`src/design/lcg48_pkg.sv`:
```
// shared types, constants and codes of the 48-bit lcg random draw block
// no dependencies; imported by every module under design/

package lcg48_pkg;

  localparam int unsigned StateW = 48;
  localparam int unsigned ValueW = 32;
  localparam int unsigned CountW = 6;
  localparam int unsigned DigitW = 12;
  localparam int unsigned MulSteps = 3;
  localparam int unsigned DivSteps = 32;

  // generator constants
  localparam logic [StateW-1:0] LcgMult = 48'h0005_DEEC_E66D;
  localparam logic [StateW-1:0] LcgAdd = 48'h0000_0000_000B;
  // multiplier split into 12-bit digits, lowest first
  localparam logic [DigitW*MulSteps-1:0] LcgMultDigits = LcgMult[DigitW*MulSteps-1:0];

  // apb register map, one 64-bit register at byte address 0
  localparam int unsigned AddrW = 4;
  localparam int unsigned ApbDataW = 64;
  localparam logic RegSeed = 1'b0;

  // draw kinds
  typedef enum logic [1:0] {
    OP_TOP_BITS = 2'd0,
    OP_MOD_BOUND = 2'd1,
    OP_RANGE = 2'd2,
    OP_NOP = 2'd3
  } lcg48_op_e;

  // sequencer states
  typedef enum logic [1:0] {
    ST_IDLE = 2'd0,
    ST_MUL = 2'd1,
    ST_DIV = 2'd2,
    ST_DONE = 2'd3
  } lcg48_state_e;

  // divider status toward the sequencer
  typedef struct packed {
    logic busy;
    logic done;
  } lcg48_div_stat_t;

endpackage

```
`src/design/lcg48_mac.sv`:
```
// one multiply-accumulate step of the lcg update: acc + state * digit << 12*step
// depends on lcg48_pkg

module lcg48_mac (
  input  logic [lcg48_pkg::StateW-1:0] acc_i,
  input  logic [lcg48_pkg::StateW-1:0] state_i,
  input  logic [1:0]                   step_i,
  output logic [lcg48_pkg::StateW-1:0] sum_o
);
  import lcg48_pkg::*;

  logic [DigitW-1:0]        digit;
  logic [StateW+DigitW-1:0] prod;
  logic [StateW-1:0]        part;
  logic [StateW-1:0]        inc;

  always_comb begin
    unique case (step_i)
      2'd0: begin
        digit = LcgMultDigits[DigitW-1:0];
      end
      2'd1: begin
        digit = LcgMultDigits[2*DigitW-1:DigitW];
      end
      default: begin
        digit = LcgMultDigits[3*DigitW-1:2*DigitW];
      end
    endcase
  end

  assign prod = {{DigitW{1'b0}}, state_i} * {{StateW{1'b0}}, digit};

  always_comb begin
    unique case (step_i)
      2'd0: begin
        part = prod[StateW-1:0];
      end
      2'd1: begin
        part = {prod[StateW-DigitW-1:0], {DigitW{1'b0}}};
      end
      default: begin
        part = {prod[StateW-2*DigitW-1:0], {(2*DigitW){1'b0}}};
      end
    endcase
  end

  // the increment rides along with the first partial product
  assign inc = (step_i == 2'd0) ? LcgAdd : '0;
  assign sum_o = acc_i + part + inc;

endmodule

```
`src/design/lcg48_div.sv`:
```
// restoring radix-2 remainder unit, one quotient bit per cycle
// depends on lcg48_pkg

module lcg48_div (
  input  logic                         clk_i,
  input  logic                         rst_ni,
  input  logic                         start_i,
  input  logic [lcg48_pkg::ValueW-1:0] dividend_i,
  input  logic [lcg48_pkg::ValueW-1:0] divisor_i,
  output lcg48_pkg::lcg48_div_stat_t   stat_o,
  output logic [lcg48_pkg::ValueW-1:0] rem_o
);
  import lcg48_pkg::*;

  localparam int unsigned CntW = $clog2(DivSteps);
  localparam logic [CntW-1:0] CntLast = CntW'(DivSteps - 1);

  logic [ValueW-1:0] rem_q, rem_d;
  logic [ValueW-1:0] num_q;
  logic [ValueW-1:0] dvs_q;
  logic [CntW-1:0]   cnt_q;
  logic              busy_q;
  logic              done_q;
  logic [ValueW:0]   trial;
  logic [ValueW:0]   diff;

  assign trial = {rem_q, num_q[ValueW-1]};
  assign diff = trial - {1'b0, dvs_q};
  assign rem_d = diff[ValueW] ? trial[ValueW-1:0] : diff[ValueW-1:0];

  always_ff @(posedge clk_i or negedge rst_ni) begin
    if (!rst_ni) begin
      busy_q <= 1'b0;
      done_q <= 1'b0;
      cnt_q <= '0;
    end else begin
      // done pulses for one cycle after the last step
      done_q <= busy_q && !start_i && (cnt_q == CntLast);
      if (start_i) begin
        busy_q <= 1'b1;
        cnt_q <= '0;
      end else if (busy_q) begin
        cnt_q <= cnt_q + CntW'(1);
        if (cnt_q == CntLast) begin
          busy_q <= 1'b0;
        end
      end
    end
  end

  always_ff @(posedge clk_i) begin
    if (start_i) begin
      rem_q <= '0;
      num_q <= dividend_i;
      dvs_q <= divisor_i;
    end else if (busy_q) begin
      rem_q <= rem_d;
      num_q <= {num_q[ValueW-2:0], 1'b0};
    end
  end

  assign stat_o.busy = busy_q;
  assign stat_o.done = done_q;
  assign rem_o = rem_q;

endmodule

```
`src/design/lcg48_random_draw.sv`:
```
// top level of the 48-bit lcg random draw block: sequencer, seed register, result beat
// depends on lcg48_pkg, lcg48_mac and lcg48_div

// A draw beat on the slave stream carries its kind in tuser and its operands in
// tdata. Every draw (except the unused kind 3, which returns 0 and leaves the
// generator alone) first advances the 48-bit state as state*0x5DEECE66D+11 mod
// 2^48, done as three 48x12 multiply-accumulate steps through one shared unit.
// Kind 0 then returns the top bit_count bits (count 0 gives 0, above 32 means 32);
// kind 1 returns the top 32 state bits modulo bound; kind 2 returns range_min plus
// that value modulo range_max-range_min+1, all with 32-bit wrap. A zero modulus
// returns 0 with zero_modulus set. After an accepted beat, kind 0 (and a zero
// modulus) runs the three multiply steps and then loads its result, kind 3
// goes straight to the result, and kinds 1 and 2 add the bit-serial remainder
// unit after the multiply. The slave side is ready again in the cycle after the
// result is loaded, so a new draw is never taken before the last result is loaded.
// The slave side is ready only while the sequencer is idle; one finished result
// may wait in the output register while the next draw is already being worked on.
// Writing the seed register over apb (byte address 0, 64-bit data, low 48 bits
// used) loads the state with seed xor 0x5DEECE66D at once; reset does the same
// for seed 0. Write the seed only while no draw is in flight.

module lcg48_random_draw (
  input  logic                           clk_i,
  input  logic                           rst_ni,
  // apb configuration port
  input  logic                           psel,
  input  logic                           penable,
  input  logic                           pwrite,
  input  logic [lcg48_pkg::AddrW-1:0]    paddr,
  input  logic [lcg48_pkg::ApbDataW-1:0] pwdata,
  output logic [lcg48_pkg::ApbDataW-1:0] prdata,
  output logic                           pready,
  // draw requests
  input  logic                           s_axis_tvalid_i,
  output logic                           s_axis_tready_o,
  // [5:0] bit_count, [37:6] bound, [69:38] range_min, [101:70] range_max, [103:102] zero
  input  logic [103:0]                   s_axis_tdata_i,
  // [1:0] operation
  input  logic [1:0]                     s_axis_tuser_i,
  // results
  output logic                           m_axis_tvalid_o,
  input  logic                           m_axis_tready_i,
  // [31:0] value
  output logic [31:0]                    m_axis_tdata_o,
  // [0] zero_modulus
  output logic [0:0]                     m_axis_tuser_o
);
  import lcg48_pkg::*;

  localparam logic [1:0] MulLast = 2'(MulSteps - 1);

  // input beat unpacking
  logic [CountW-1:0] in_bits;
  logic [ValueW-1:0] in_bound;
  logic [ValueW-1:0] in_min;
  logic [ValueW-1:0] in_max;
  lcg48_op_e         in_op;

  assign in_bits = s_axis_tdata_i[5:0];
  assign in_bound = s_axis_tdata_i[37:6];
  assign in_min = s_axis_tdata_i[69:38];
  assign in_max = s_axis_tdata_i[101:70];
  assign in_op = lcg48_op_e'(s_axis_tuser_i);

  lcg48_state_e      fsm_q, fsm_d;
  lcg48_op_e         op_q;
  logic [CountW-1:0] bits_q;
  logic [ValueW-1:0] mod_q;
  logic [ValueW-1:0] min_q;
  logic [StateW-1:0] seed_q;
  logic [StateW-1:0] lcg_q;
  logic [StateW-1:0] acc_q;
  logic [1:0]        mcnt_q;
  logic              out_valid_q;
  logic [ValueW-1:0] out_data_q;
  logic              out_flag_q;

  // control from the output decoder
  logic in_acc;
  logic mul_step;
  logic mul_last;
  logic div_start;
  logic res_load;
  logic cfg_wr;

  logic [StateW-1:0] mac_sum;
  lcg48_div_stat_t   div_stat;
  logic [ValueW-1:0] div_rem;

  // result selection
  logic [CountW-1:0] bits_sat;
  logic [CountW-1:0] shamt;
  logic [StateW-1:0] top_shift;
  logic [ValueW-1:0] res_data;
  logic              res_flag;
  logic              out_free;

  // apb: always ready, one register
  assign pready = 1'b1;
  assign cfg_wr = psel & penable & pwrite & (paddr[3] == RegSeed);
  assign prdata = {{(ApbDataW-StateW){1'b0}}, seed_q};

  lcg48_mac u_mac (
    .acc_i   (acc_q),
    .state_i (lcg_q),
    .step_i  (mcnt_q),
    .sum_o   (mac_sum)
  );

  lcg48_div u_div (
    .clk_i      (clk_i),
    .rst_ni     (rst_ni),
    .start_i    (div_start),
    .dividend_i (mac_sum[StateW-1:StateW-ValueW]),
    .divisor_i  (mod_q),
    .stat_o     (div_stat),
    .rem_o      (div_rem)
  );

  assign out_free = !out_valid_q || m_axis_tready_i;

  // next state
  always_comb begin
    fsm_d = fsm_q;
    unique case (fsm_q)
      ST_IDLE: begin
        if (s_axis_tvalid_i) begin
          fsm_d = (in_op == OP_NOP) ? ST_DONE : ST_MUL;
        end
      end
      ST_MUL: begin
        if (mcnt_q == MulLast) begin
          if (op_q == OP_TOP_BITS || mod_q == '0) begin
            fsm_d = ST_DONE;
          end else begin
            fsm_d = ST_DIV;
          end
        end
      end
      ST_DIV: begin
        if (div_stat.done) begin
          fsm_d = ST_DONE;
        end
      end
      default: begin
        if (out_free) begin
          fsm_d = ST_IDLE;
        end
      end
    endcase
  end

  // sequencer outputs
  always_comb begin
    s_axis_tready_o = 1'b0;
    mul_step = 1'b0;
    mul_last = 1'b0;
    div_start = 1'b0;
    res_load = 1'b0;
    unique case (fsm_q)
      ST_IDLE: begin
        s_axis_tready_o = 1'b1;
      end
      ST_MUL: begin
        mul_step = 1'b1;
        mul_last = (mcnt_q == MulLast);
        div_start = mul_last && op_q != OP_TOP_BITS && mod_q != '0;
      end
      ST_DIV: begin
      end
      default: begin
        res_load = out_free;
      end
    endcase
  end

  assign in_acc = s_axis_tvalid_i & s_axis_tready_o;

  always_ff @(posedge clk_i or negedge rst_ni) begin
    if (!rst_ni) begin
      fsm_q <= ST_IDLE;
      seed_q <= '0;
      lcg_q <= LcgMult;
      out_valid_q <= 1'b0;
      mcnt_q <= '0;
    end else begin
      fsm_q <= fsm_d;
      if (cfg_wr) begin
        seed_q <= pwdata[StateW-1:0];
        lcg_q <= pwdata[StateW-1:0] ^ LcgMult;
      end else if (mul_last) begin
        lcg_q <= mac_sum;
      end
      if (in_acc) begin
        mcnt_q <= '0;
      end else if (mul_step) begin
        mcnt_q <= mcnt_q + 2'd1;
      end
      if (res_load) begin
        out_valid_q <= 1'b1;
      end else if (m_axis_tready_i) begin
        out_valid_q <= 1'b0;
      end
    end
  end

  // operand capture and accumulator, no reset needed
  always_ff @(posedge clk_i) begin
    if (in_acc) begin
      op_q <= in_op;
      bits_q <= in_bits;
      min_q <= in_min;
      mod_q <= (in_op == OP_MOD_BOUND) ? in_bound : (in_max - in_min + 32'd1);
      acc_q <= '0;
    end else if (mul_step) begin
      acc_q <= mac_sum;
    end
    if (res_load) begin
      out_data_q <= res_data;
      out_flag_q <= res_flag;
    end
  end

  // top bits: count saturates at 32, count zero gives zero
  assign bits_sat = (bits_q > CountW'(ValueW)) ? CountW'(ValueW) : bits_q;
  assign shamt = CountW'(StateW) - bits_sat;
  assign top_shift = lcg_q >> shamt;

  always_comb begin
    res_data = '0;
    res_flag = 1'b0;
    unique case (op_q)
      OP_TOP_BITS: begin
        res_data = (bits_q == '0) ? '0 : top_shift[ValueW-1:0];
      end
      OP_MOD_BOUND: begin
        res_flag = (mod_q == '0);
        res_data = res_flag ? '0 : div_rem;
      end
      OP_RANGE: begin
        res_flag = (mod_q == '0);
        res_data = res_flag ? '0 : (min_q + div_rem);
      end
      default: begin
      end
    endcase
  end

  assign m_axis_tvalid_o = out_valid_q;
  assign m_axis_tdata_o = out_data_q;
  assign m_axis_tuser_o = out_flag_q;

`ifndef SYNTHESIS
  // a taken draw blocks the slave side until its result is built
  a_busy_after_accept: assert property (@(posedge clk_i) disable iff (!rst_ni)
    in_acc |=> !s_axis_tready_o)
    else $error("draw accepted while previous draw in flight");

  // a flagged result always carries a zero value
  a_flag_zero_value: assert property (@(posedge clk_i) disable iff (!rst_ni)
    (m_axis_tvalid_o && m_axis_tuser_o[0]) |-> (m_axis_tdata_o == '0))
    else $error("zero modulus result with nonzero value");

  // the remainder unit ends below its divisor
  a_rem_below_mod: assert property (@(posedge clk_i) disable iff (!rst_ni)
    div_stat.done |-> (div_rem < mod_q))
    else $error("remainder not below modulus");

  // the divider only runs while the sequencer waits on it
  a_div_in_div_state: assert property (@(posedge clk_i) disable iff (!rst_ni)
    div_stat.busy |-> (fsm_q == ST_DIV))
    else $error("divider busy outside of division state");
`endif

endmodule
```
`config.mk`:
```
export PLATFORM = sky130hd
export DESIGN_NAME = lcg48_random_draw
export DESIGN_NICKNAME = d
export VERILOG_FILES = /design/src/design/lcg48_pkg.sv /design/src/design/lcg48_mac.sv /design/src/design/lcg48_div.sv /design/src/design/lcg48_random_draw.sv
export SDC_FILE = /design/constraint.sdc
export NUM_CORES = 2
export LEC_CHECK = 0
export BUFFER_PORTS_ARGS = -buffer_cell sky130_fd_sc_hd__buf_2
export CORE_MARGIN = 2
export CORE_UTILIZATION = 55
export DETAILED_ROUTE_END_ITERATION = 10
export PLACE_DENSITY_LB_ADDON = 0.1
export SYNTH_ARGS = -nofsm -noshare
export SYNTH_HDL_FRONTEND = slang
export SYNTH_SLANG_ARGS = --single-unit
```
`constraint.sdc`:
```
create_clock -name clk_i -period 18.94 [get_ports clk_i]
set_input_delay 3.788 -clock clk_i [delete_from_list [all_inputs] [get_ports clk_i]]
set_output_delay 3.788 -clock clk_i [all_outputs]
set_load 0.05 [all_outputs]
```
==> results.yml <==
clocking:
  clock_latency_ns: 0.58
  holdBufCountCts: 0
  clock_path_buffers: 3
  h-tree-depth: 2
  number_of_sinks_on_the_clock_net: 357
  cts_made_buffers: 41
  postCtsSetupBuffers: 0
  cts_resized: 0
  clkSlewWorstSetupHoldPaths_ns: 0.06
  tritoncts_clock_tree: "built"
  cts_root_buffer: "clkbuf_16"
grt:
  grt_start_max_net_pins: 85
  grt_pass1_vias: 30400
  grt_first_pass_wirelength_mm: 178
  grt.overflow.total: 0
  antenna_violations_before_repair: 2
  grt_util_met3_pct: 6.20
  grt_use_total_pct: 31.4
  met2_usage_pct: 44.5
  grt.busiest_layer: "met1"
  grt_util_met1_pct: 49.7
final_layout:
  layout.cells.non_filler: 5455
  multiInputGateArea_um2: 26300
  nets: 5363
  final.fill_count: 6371
  drive_above_1_share_pct: 9.04
  area_growth_pct: 8.89
  ff_latch_area_um2: 9410
  post-route-util_pct: 60.4
logic_synthesis:
  netlist_instances: 4317
  synth_top_flop_cell: "edfxtp_1"
  synth-edff-count: 169
  ys_seq_area_share_pct: 24.3
  netlist_area_um2: 38800
  synth_async_sr_flop_share_pct: 30.3
  yosys_warnings: 0
  synth_top_area_share_pct: 21.0
  post-synth-top-area-cell: "fa_1"
  synth.avg_cell_area_um2: 8.98
  ys_ff_latch: 357
  synth.lib_cells_used.distinct: 85
  netlist_top_cells_area: "fa_1 21%, edfxtp_1 13%, ha_1 9.5%"
worst_setup_path:
  critical_path.startpoint_type: "flip-flop"
  critPathKind: "reg2reg"
  critPathSlowestCell: "ha_2"
  worst_setup_path_startpoint: "mcnt_q[1]$_DFFE_PN0P_"
  r2r.worst_path.cells: 38
  path_delay_family: "adder cells"
  required_ns: 19.23
  worst-path-max-fanout: 46
  regToRegStartpoint: "mcnt_q[1]$_DFFE_PN0P_"
  crit_cells: 38
  critPathMostFrequentCell: "inv_1"
  arrival_time_at_the_worst_endpoint_ns: 12.06
  timing.critical_path.to_type: "flip-flop"
  crit_path_max_incr_delay_ns: 0.76
  buffers_and_inverters_on_the_worst_path: 7
outcome:
  run_status: "complete, no violations"
detailed_routing:
  detail_route.iter0.violations: 3060
  drtPass1Iterations: 9
  drt.antenna.violating_nets: 0
  post_drt_wl_per_cell_um: 20.8
  routed_via_density: 5.76
  totalWireLength_mm: 114
  detail_route.drc_violations: 0
  num_vias: 31400
floorplan:
  fp.dieH_um: 270
  die-area_um2: 72600
  fp.coreArea_um2: 69900
  cell_rows: 97
  floorplan.io_pins: 281
  dieWidth_um: 270
  initial_core_util_pct: 55.5
timing:
  min_period_over_period_pct: 62.1
  max_slew.worst_pin.slew_ns: 1.06
  report.final.hold_viol_count: 0
  rsz0062_at_grt: "false"
  final_worst_clock_skew_ns: 0.0297
  max_clock_freq_mhz: 85.0
  worst_slew_margin_rel_pct: 29.4
  timing.final.crit_period_ns: 11.77
  timing.final.setup_violations: 0
  final.setup.tns_ns: 0
  hold-worst-slack_ns: 0.452
  final_max_slew_viol_count: 0
place:
  dp.cells: 5378
  finalWeightedCongestion: 0.992
  buffer_ports.inserted: 242
  dp.final_hpwl_mm: 91.6
run:
  max-cap-violations: 0
min_path:
  hold_path.class: "reg2reg"
  min_delay_path_depth: 0
  timing.hold.worst.start: "mod_q[25]$_DFFE_PP_"
-- layout by cell type (no fill, tap or decap), types with 14 or more instances in the layout --
cell         n
nor3_1      40
o21bai_1    23
nand4_1     22
a211oi_1    51
mux2i_1    190
nor4_1      14
and2_1      74
edfxtp_1   169
a21boi_0    17
o31ai_1     17
nand2_1    495
inv_1      637
nand3_1     43
o21ai_0    194
a21oi_1    285
fa_1       406
xnor2_1    117
o21a_1      27
a22o_1      16
o211ai_1    16
dfstp_2     23
a21o_1      78
nand2b_1    26
dfrtp_1     84
nor2_1     337
buf_2      241
a31oi_1     20
buf_4       42
and3_1      23
ha_1       291
xor2_1      66
nor2b_1     54
a22oi_1     34
clkbuf_16   44
conb_1      17
dfxtp_1     80
-- flip-flops by register name (all words and copies together) (netlist names) --
name	cells
fsm_q	2
u_div.busy_q	1
lcg_q	48
m_axis_tvalid_o	1
seed_q	48
m_axis_tdata_o	32
bits_q	6
u_div.done_q	1
op_q	2
u_div.dvs_q	32
acc_q	48
m_axis_tuser_o	1
u_div.rem_o	32
min_q	32
mcnt_q	2
mod_q	32
u_div.cnt_q	5
u_div.num_q	32
-- cell type report --
type | count | share of cell area [%]
multi-input combinational | 3156 | 62.4
timing repair buffer | 283 | 3.60
tap | 940 | 2.79
clock buffer | 55 | 2.75
clock inverter | 21 | 0.480
antenna | 1 | 0.00593
inverter | 642 | 5.71
sequential | 357 | 22.3
-- final timing paths --
kind | to | slack, ns
min in group asynchronous | seed_q[11]$_DFFE_PN0P_ | 3.17
min reg2reg | u_div.dvs_q[25]$_DFFE_PP_ | 0.45
max in group asynchronous | u_div.busy_q$_DFF_PN0_ | 14.35
min | u_div.dvs_q[25]$_DFFE_PP_ | 0.45
max reg2reg | u_div.num_q[31]$_DFFE_PP_ | 7.17
max | u_div.num_q[31]$_DFFE_PP_ | 7.17
-- metal layers --
layer / share of wire [%] / wire length (um) / up-vias
met4: 1.8 / 2090 / 2
met5: 0.0097 / 11 / -
li1: - / - / 14700
met2: 41 / 47000 / 1184
met3: 9.2 / 10500 / 120
met1: 48 / 54100 / 15400
-- per-stage QoR --
stage / worst slack [ns] / instance area (um^2)
global placement: 7.34 / 40900
floorplan: 9.50 / 38800
finish: 7.17 / 42200
CTS: 7.24 / 42200
global route: 6.41 / 42200
detailed placement: 7.32 / 40900
-- synth_stat cells, drive strengths merged (57+ instances only) --
cell type,instances
a21oi,286
xor2,66
nor2,339
and2,75
edfxtp,169
xnor2,118
clkbuf,124
dfxtp,80
o21ai,196
ha,295
nand2,495
inv,639
nor2b,57
fa,406
mux2i,190
a21o,78
dfrtp,85
-- cells by family (layout without fill, tap and decap cells) --
family                     after synthesis  in the layout  synth area share (%)
AOI/OAI and AO/OA                      893            893                  14.7
xor gates and xnor gates               184            184                  4.16
adders and majority gates              701            701                  30.5
buffers and inverters                  819           1001                  8.10
DFF                                    357            357                  24.3
muxes                                  192            192                  4.96
other                                    2             18                0.0194
and+or+nand+nor                       1169           1169                  13.3
Power is not shown: default switching activity piles up to over one toggle a cycle in this logic, so the estimate is an artifact.
